`config.mk`:
```
export PLATFORM = sky130hd
export DESIGN_NAME = cubic_bezier_flattener
export DESIGN_NICKNAME = d
export VERILOG_FILES = /design/src/hw/rtl/cbf_pkg.sv /design/src/hw/rtl/cubic_bezier_flattener.sv
export SDC_FILE = /design/constraint.sdc
export NUM_CORES = 2
export LEC_CHECK = 0
export ABC_CLOCK_PERIOD_IN_PS = 77100
export BUFFER_PORTS_ARGS = -buffer_cell sky130_fd_sc_hd__buf_2
export CAP_MARGIN = 10
export CELL_PAD_IN_SITES_DETAIL_PLACEMENT = 0
export CELL_PAD_IN_SITES_GLOBAL_PLACEMENT = 1
export CORE_ASPECT_RATIO = 2
export CORE_MARGIN = 5
export CORE_UTILIZATION = 40
export CTS_BUF_LIST = sky130_fd_sc_hd__clkbuf_4
export DETAILED_ROUTE_END_ITERATION = 16
export PLACE_DENSITY_LB_ADDON = 0.1
export SKIP_LAST_GASP = 1
export SYNTH_ARGS = -nofsm -noshare
export SYNTH_HDL_FRONTEND = slang
export SYNTH_SLANG_ARGS = --single-unit
```
`constraint.sdc`:
```
create_clock -name clk -period 77.1 [get_ports clk]
set_input_delay 3.855 -clock clk [delete_from_list [all_inputs] [get_ports clk]]
set_output_delay 3.855 -clock clk [all_outputs]
set_load 0.005 [all_outputs]
```
`src/hw/rtl/cbf_pkg.sv`:
```
// Shared types and constants for the cubic Bezier flattener.
// Holds the request and vertex payload structs; no dependencies.
`default_nettype none

package cbf_pkg;

	localparam int unsigned COORD_W = 32;
	localparam int unsigned TOL_W   = 31;
	localparam int unsigned ACC_W   = 36;

	localparam logic [TOL_W-1:0] TOL_RESET = 31'd32768;

	// one curve segment, signed Q11.21 coordinates
	typedef struct packed {
		logic signed [COORD_W-1:0] start_x;
		logic signed [COORD_W-1:0] start_y;
		logic signed [COORD_W-1:0] ctrl1_x;
		logic signed [COORD_W-1:0] ctrl1_y;
		logic signed [COORD_W-1:0] ctrl2_x;
		logic signed [COORD_W-1:0] ctrl2_y;
		logic signed [COORD_W-1:0] end_x;
		logic signed [COORD_W-1:0] end_y;
	} in_item_t;

	// one polyline vertex
	typedef struct packed {
		logic signed [COORD_W-1:0] vertex_x;
		logic signed [COORD_W-1:0] vertex_y;
		logic                      last_vertex;
	} out_item_t;

endpackage

`default_nettype wire

```
`src/hw/rtl/cubic_bezier_flattener.sv`:
```
// Cubic Bezier flattener: adaptive de Casteljau subdivision under a small sequencer.
// Uses cbf_pkg for payload types and constants.
// Sequence: an accepted request loads the start vertex from ST_START; each piece then runs
// the flatness test states (x, y, decide) and each split the states S1, S2, S3 on the shared
// midpoint unit, until every piece is flat or at the depth cap (MAX_DEPTH, 5 by default).
// Throughput: one curve at a time; the request port is ready only while idle.
// Reset: sequencer idle, stack empty, output empty, tolerance 32768 (1/64).
`default_nettype none

module cubic_bezier_flattener #(
	parameter int MAX_DEPTH = 5
) (
	input  wire logic              clk,
	input  wire logic              arst_n,
	input  wire logic              cfg_wr_en,
	input  wire logic [30:0]       cfg_wr_data,
	input  wire logic              in_valid,
	output logic                   in_ready,
	input  wire cbf_pkg::in_item_t in_data,
	output logic                   out_valid,
	input  wire logic              out_ready,
	output cbf_pkg::out_item_t     out_data
);
	import cbf_pkg::*;

	localparam int SW = $clog2(MAX_DEPTH + 1);
	localparam int IW = (MAX_DEPTH > 1) ? $clog2(MAX_DEPTH) : 1;

	localparam logic [2:0] ST_IDLE  = 3'd0;
	localparam logic [2:0] ST_START = 3'd1;
	localparam logic [2:0] ST_TX    = 3'd2;
	localparam logic [2:0] ST_TY    = 3'd3;
	localparam logic [2:0] ST_DEC   = 3'd4;
	localparam logic [2:0] ST_S1    = 3'd5;
	localparam logic [2:0] ST_S2    = 3'd6;
	localparam logic [2:0] ST_S3    = 3'd7;

	// floor((a + b) / 2) without overflow
	function automatic logic signed [COORD_W-1:0] mid(
		input logic signed [COORD_W-1:0] a,
		input logic signed [COORD_W-1:0] b
	);
		logic [COORD_W:0] s;
		s = {a[COORD_W-1], a} + {b[COORD_W-1], b};
		return s[COORD_W:1];
	endfunction

	// |a + c - 2b|, exact
	function automatic logic [COORD_W+1:0] sdiff_mag(
		input logic signed [COORD_W-1:0] a,
		input logic signed [COORD_W-1:0] b,
		input logic signed [COORD_W-1:0] c
	);
		logic [COORD_W+2:0] d;
		logic [COORD_W+2:0] n;
		d = {{3{a[COORD_W-1]}}, a} + {{3{c[COORD_W-1]}}, c}
			- {{2{b[COORD_W-1]}}, b, 1'b0};
		n = -d;
		return d[COORD_W+2] ? n[COORD_W+1:0] : d[COORD_W+1:0];
	endfunction

	logic [2:0]              state_q;
	logic [SW-1:0]           sp_q;
	logic [SW-1:0]           depth_q;
	logic [TOL_W-1:0]        tol_q;
	logic [ACC_W-1:0]        acc_q;
	logic                    out_valid_q;
	out_item_t               out_data_q;

	logic signed [COORD_W-1:0] px_q [4];
	logic signed [COORD_W-1:0] py_q [4];
	logic signed [COORD_W-1:0] wx_q [3];
	logic signed [COORD_W-1:0] wy_q [3];
	logic signed [COORD_W-1:0] rx1_q, ry1_q, rx2_q, ry2_q;

	logic signed [COORD_W-1:0] stk_x_q [MAX_DEPTH][4];
	logic signed [COORD_W-1:0] stk_y_q [MAX_DEPTH][4];
	logic [SW-1:0]             stk_lvl_q [MAX_DEPTH];

	logic                    accept;
	logic                    out_free;
	logic                    flat;
	logic                    emit_mid;
	logic                    load_out;
	logic                    stack_empty;
	logic [SW-1:0]           sp_dec;
	logic [IW-1:0]           push_idx;
	logic [IW-1:0]           top_idx;
	logic [SW-1:0]           depth_inc;
	logic signed [COORD_W-1:0] vx [4];
	logic signed [COORD_W-1:0] vy [4];
	logic signed [COORD_W-1:0] mx [3];
	logic signed [COORD_W-1:0] my [3];
	logic signed [COORD_W-1:0] dv [4];
	logic [COORD_W+2:0]      mag_sum;

	assign in_ready  = (state_q == ST_IDLE);
	assign accept    = in_valid && in_ready;
	assign out_valid = out_valid_q;
	assign out_data  = out_data_q;
	assign out_free  = !out_valid_q || out_ready;

	assign stack_empty = (sp_q == '0);
	assign sp_dec      = sp_q - SW'(1);
	assign push_idx    = sp_q[IW-1:0];
	assign top_idx     = sp_dec[IW-1:0];
	assign depth_inc   = depth_q + SW'(1);

	// flat test result; a piece at the depth cap is flat without a test
	assign flat     = (depth_q == SW'(MAX_DEPTH)) || (acc_q <= {{(ACC_W-TOL_W){1'b0}}, tol_q});
	assign emit_mid = (state_q == ST_DEC) && flat && out_free;
	assign load_out = ((state_q == ST_START) && out_free) || emit_mid;

	// shared midpoint unit: adjacent-pair midpoints of the piece or of the split triangle
	always_comb begin
		for (int k = 0; k < 4; k++) begin
			vx[k] = px_q[k];
			vy[k] = py_q[k];
		end
		if (state_q == ST_S2 || state_q == ST_S3) begin
			for (int k = 0; k < 3; k++) begin
				vx[k] = wx_q[k];
				vy[k] = wy_q[k];
			end
			vx[3] = wx_q[2];
			vy[3] = wy_q[2];
		end
		for (int k = 0; k < 3; k++) begin
			mx[k] = mid(vx[k], vx[k+1]);
			my[k] = mid(vy[k], vy[k+1]);
		end
	end

	// shared second-difference unit, one axis per cycle
	always_comb begin
		for (int k = 0; k < 4; k++) begin
			dv[k] = (state_q == ST_TY) ? py_q[k] : px_q[k];
		end
		mag_sum = {1'b0, sdiff_mag(dv[0], dv[1], dv[2])}
			+ {1'b0, sdiff_mag(dv[1], dv[2], dv[3])};
	end

	// sequencer, stack pointer, output valid and tolerance register
	always_ff @(posedge clk or negedge arst_n) begin
		if (!arst_n) begin
			state_q     <= ST_IDLE;
			sp_q        <= '0;
			out_valid_q <= 1'b0;
			tol_q       <= TOL_RESET;
		end else begin
			if (cfg_wr_en) begin
				tol_q <= cfg_wr_data;
			end
			// drop the vertex once taken, unless a new one is loaded
			if (out_valid_q && out_ready && !load_out) begin
				out_valid_q <= 1'b0;
			end
			unique case (state_q)
				ST_IDLE: begin
					if (accept) begin
						sp_q    <= '0;
						state_q <= ST_START;
					end
				end
				ST_START: begin
					if (out_free) begin
						out_valid_q <= 1'b1;
						state_q     <= ST_TX;
					end
				end
				ST_TX: begin
					state_q <= ST_TY;
				end
				ST_TY: begin
					state_q <= ST_DEC;
				end
				ST_DEC: begin
					if (!flat) begin
						state_q <= ST_S1;
					end else if (out_free) begin
						out_valid_q <= 1'b1;
						if (stack_empty) begin
							state_q <= ST_IDLE;
						end else begin
							sp_q    <= sp_dec;
							state_q <= ST_TX;
						end
					end
				end
				ST_S1: begin
					state_q <= ST_S2;
				end
				ST_S2: begin
					state_q <= ST_S3;
				end
				ST_S3: begin
					sp_q    <= sp_q + SW'(1);
					state_q <= ST_TX;
				end
				default: begin
					state_q <= ST_IDLE;
				end
			endcase
		end
	end

	// datapath: current piece, split triangle, stack and output vertex
	always_ff @(posedge clk) begin
		unique case (state_q)
			ST_IDLE: begin
				if (accept) begin
					px_q[0] <= in_data.start_x;
					py_q[0] <= in_data.start_y;
					px_q[1] <= in_data.ctrl1_x;
					py_q[1] <= in_data.ctrl1_y;
					px_q[2] <= in_data.ctrl2_x;
					py_q[2] <= in_data.ctrl2_y;
					px_q[3] <= in_data.end_x;
					py_q[3] <= in_data.end_y;
					depth_q <= '0;
				end
			end
			ST_START: begin
				if (out_free) begin
					out_data_q.vertex_x    <= px_q[0];
					out_data_q.vertex_y    <= py_q[0];
					out_data_q.last_vertex <= 1'b0;
				end
			end
			ST_TX: begin
				acc_q <= {1'b0, mag_sum};
			end
			ST_TY: begin
				acc_q <= acc_q + {1'b0, mag_sum};
			end
			ST_DEC: begin
				// emit the midpoint of points 1 and 2, then pop the next waiting right half
				if (emit_mid) begin
					out_data_q.vertex_x    <= mx[1];
					out_data_q.vertex_y    <= my[1];
					out_data_q.last_vertex <= stack_empty;
					if (!stack_empty) begin
						for (int k = 0; k < 4; k++) begin
							px_q[k] <= stk_x_q[top_idx][k];
							py_q[k] <= stk_y_q[top_idx][k];
						end
						depth_q <= stk_lvl_q[top_idx];
					end
				end
			end
			ST_S1: begin
				for (int k = 0; k < 3; k++) begin
					wx_q[k] <= mx[k];
					wy_q[k] <= my[k];
				end
				px_q[1] <= mx[0];
				py_q[1] <= my[0];
				rx2_q   <= mx[2];
				ry2_q   <= my[2];
			end
			ST_S2: begin
				wx_q[0] <= mx[0];
				wy_q[0] <= my[0];
				wx_q[1] <= mx[1];
				wy_q[1] <= my[1];
				px_q[2] <= mx[0];
				py_q[2] <= my[0];
				rx1_q   <= mx[1];
				ry1_q   <= my[1];
			end
			ST_S3: begin
				// push the right half, continue on the left half
				stk_x_q[push_idx][0] <= mx[0];
				stk_y_q[push_idx][0] <= my[0];
				stk_x_q[push_idx][1] <= rx1_q;
				stk_y_q[push_idx][1] <= ry1_q;
				stk_x_q[push_idx][2] <= rx2_q;
				stk_y_q[push_idx][2] <= ry2_q;
				stk_x_q[push_idx][3] <= px_q[3];
				stk_y_q[push_idx][3] <= py_q[3];
				stk_lvl_q[push_idx]  <= depth_inc;
				px_q[3] <= mx[0];
				py_q[3] <= my[0];
				depth_q <= depth_inc;
			end
			default: begin
			end
		endcase
	end

endmodule

`default_nettype wire
```
==> flow_summary.ini <==
[yosys]
synth_area_leader_cell = edfxtp_1
yosysSeqAreaShare_pct = 60.05
synth-edff-count = 1911
synth.avg_cell_area_sq_um = 12.44
yosys_warnings = 0
synth_cell_types = 99
ys_seq_elements = 1949
syn-num-nets = 8536
async_flop_share_pct = 1.950
synth_top_area_share_pct = 59.07
synthFlopType = edfxtp_1
yosys-top-cells-area = edfxtp_1 59%, nand2_1 6.8%, mux4_2 6.0%, ha_1 4.6%, o21ai_0 2.0%
synthCells = 7812
syn_area_sq_um = 97150

[global_route]
grt_use_met1_pct = 36.22
grt_first_pass_wirelength_um = 534700
grt_pass1_vias = 70150
grt_use_total_pct = 29.99
busiest_layer = met2
grt_overflow_total = 0
antenna_found_initial = 28
grt_max_degree = 103
gr-usage-met3_pct = 4.398
use_met2_pct = 51.90

[sta]
clock.fmax_mhz = 78.10
drv_slew = 0
tightest_slew_ns = 1.219
setup_tns_ns = 0
fin_crit_ns = 12.80
slew-limit-headroom_pct = 18.16
setup_violations = 0
rsz0062_at_grt = no
finalCritPeriodShare_pct = 16.61
hold_viol = 0
finClkSkew_ns = 0.1723

[cts]
clock_sinks = 1949
cts-root-buf = clkbuf_4
clk_pin_slew_worst_paths_ns = 0.09
cts_hold_buf = 0
clk_latency_ns = 1.37
cts-resized-gates = 0
cts_buffers = 448
cts_tree = built
clock_path_buffers = 4
postCtsSetupBuffers = 0
htree_levels = 5

[drt]
wire_per_inst_um = 32.27
vias = 69230
via_per_inst = 5.762
drt-initial-drc-count = 6023
wirelength_um = 387700
first_pass_iters = 5
route.detailed.drc = 0
ant_nets = 0

[setup_path]
cp-start-kind = flop
cp.arrival_ns = 13.87
end_kind = flop
critPathRequiredTime_ns = 78.17
max_stage_delay_ns = 0.95
critPathKind = flop to flop
crit_slowest_cell = buf_4
crit_fanout = 84

[cells_and_area]
syn_to_final_growth_pct = 12.00
drive_gt1_share_pct = 18.35
regArea_sq_um = 58340
fillers = 22720
multi_input_area_sq_um = 36700
fin_nets = 9146

[floorplanning]
num_rows = 256
dieArea_sq_um = 253400
die_y_um = 706.9
placeableCoreArea_sq_um = 242500
start_util_pct = 40.06
die_w_um = 358.5
ios = 359

[flow_run]
maxCapViolations = 0

[min_path]
min_path_type = flop to flop

[place]
globalplace.congestion = 0.9590
io_buffers = 358
hpwl_um = 278100

[outcome]
status = completed
==> synthesized netlist by cell type, types with 14 or more instances <==
master	number
mux2_2	43
nor4_1	14
a221o_1	20
a21o_1	158
a21oi_1	354
dfrtp_1	37
nand2b_1	53
xnor2_1	213
nand4_1	45
a211oi_1	33
nor2_1	293
fa_1	71
and2_1	25
buf_2	45
o21bai_1	52
nor3_1	72
o21ai_0	391
o21a_1	47
or3_1	24
buf_1	46
a211o_1	15
a31oi_1	100
edfxtp_1	1911
o31ai_1	25
a21boi_0	18
clkbuf_1	245
o211ai_1	118
ha_1	361
mux4_2	259
nand3_1	205
a221oi_1	21
inv_1	271
nand2_1	1767
nor2b_1	51
mux2i_1	64
xor2_1	117
and3_1	29
==> cell families (layout without fill, tap and decap cells) <==
family                     Yosys count  in the layout  synth area share, %
and+or+nand+nor                   2641           2641                11.49
buffers and inverters              609           1566                2.412
adders and majority gates          432            432                6.113
xor gates and xnor gates           330            330                2.975
AOI/OAI and AO/OA                 1485           1485                9.792
DFF                               1949           1949                60.05
muxes                              366            366                7.162
other                                0             20                    0
==> layout by cell type, fill, tap and decap left out, types with 158 or more instances in the layout <==
cell type / netlist / layout
edfxtp_1: 1911 / 1911
nand2_1: 1767 / 1760
clkbuf_4: 0 / 644
o21ai_0: 391 / 390
ha_1: 361 / 360
buf_2: 45 / 358
a21oi_1: 354 / 354
nor2_1: 293 / 288
inv_1: 271 / 269
mux4_2: 259 / 259
xnor2_1: 213 / 208
nand3_1: 205 / 204
a21o_1: 158 / 158
==> final timing paths <==
kind	startpoint	slack [ns]	cells past startpoint	to
setup / recovery	state_q[1]	64.30	42	acc_q[35]
hold / removal	rx1_q[14]	0.40	0	stk_x_q[1][78]
setup reg to reg	state_q[1]	64.30	42	acc_q[35]
hold reg to reg	rx1_q[14]	0.40	0	stk_x_q[1][78]
max in group asynchronous	arst_n	73.72	1	state_q[2]
min in group asynchronous	arst_n	2.65	1	state_q[1]
==> state kept, by name (all words and copies together) (netlist names) <==
signal / count
py_q: 128
ry1_q: 32
push_idx: 3
stk_x_q: 640
tol_q: 31
depth_q: 3
rx1_q: 32
out_data: 65
stk_lvl_q: 15
state_q: 3
wx_q: 96
acc_q: 36
stk_y_q: 640
wy_q: 96
out_valid: 1
px_q: 128
==> through the flow <==
step / cell area (sq um) / std cells / hold WS (ns) / setup WS [ns] / util (%)
6_report: 108800 / 12010 / 0.4014 / 64.30 / 44.87
3_5_place_dp: 103000 / 11200 / 0.4376 / 64.36 / 42.50
4_1_cts: 108700 / 11990 / 0.3755 / 64.29 / 44.85
5_1_grt: 108800 / 12010 / 0.4233 / 63.41 / 44.86
3_3_place_gp: 103000 / 11200 / 0.4359 / 64.46 / 42.49
2_1_floorplan: 97150 / 7812 / 0.4772 / 49.57 / -
==> layout make-up <==
cell class | instances | share of cell area, %
Clock inverter | 153 | 0.8015
Multi-Input combinational cell | 5254 | 33.73
Timing Repair Buffer | 497 | 2.698
Sequential cell | 1949 | 53.62
Tap cell | 3225 | 3.709
Antenna cell | 20 | 0.04600
Inverter | 272 | 0.9498
Clock buffer | 644 | 4.443
==> critical path: cells and delay by family, from the launching register on <==
kind | cells | cell delay, ns
AOI/OAI and AO/OA | 22 | 5.66
adders and majority gates | 4 | 1.70
buffers and inverters | 4 | 1.65
and+or+nand+nor | 9 | 1.43
xor gates and xnor gates | 3 | 1.19
DFF | 1 | 0.79
==> per-layer routing <==
layer,vias to the layer above,routed length [um]
met4,10,23430
met5,-,61
met2,2671,194600
met3,662,22490
met1,35390,147100
li1,30500,-
Power is left out: the tool's default activity adds up to more than one toggle a clock period on the data nets, which glitch-free logic cannot reach.
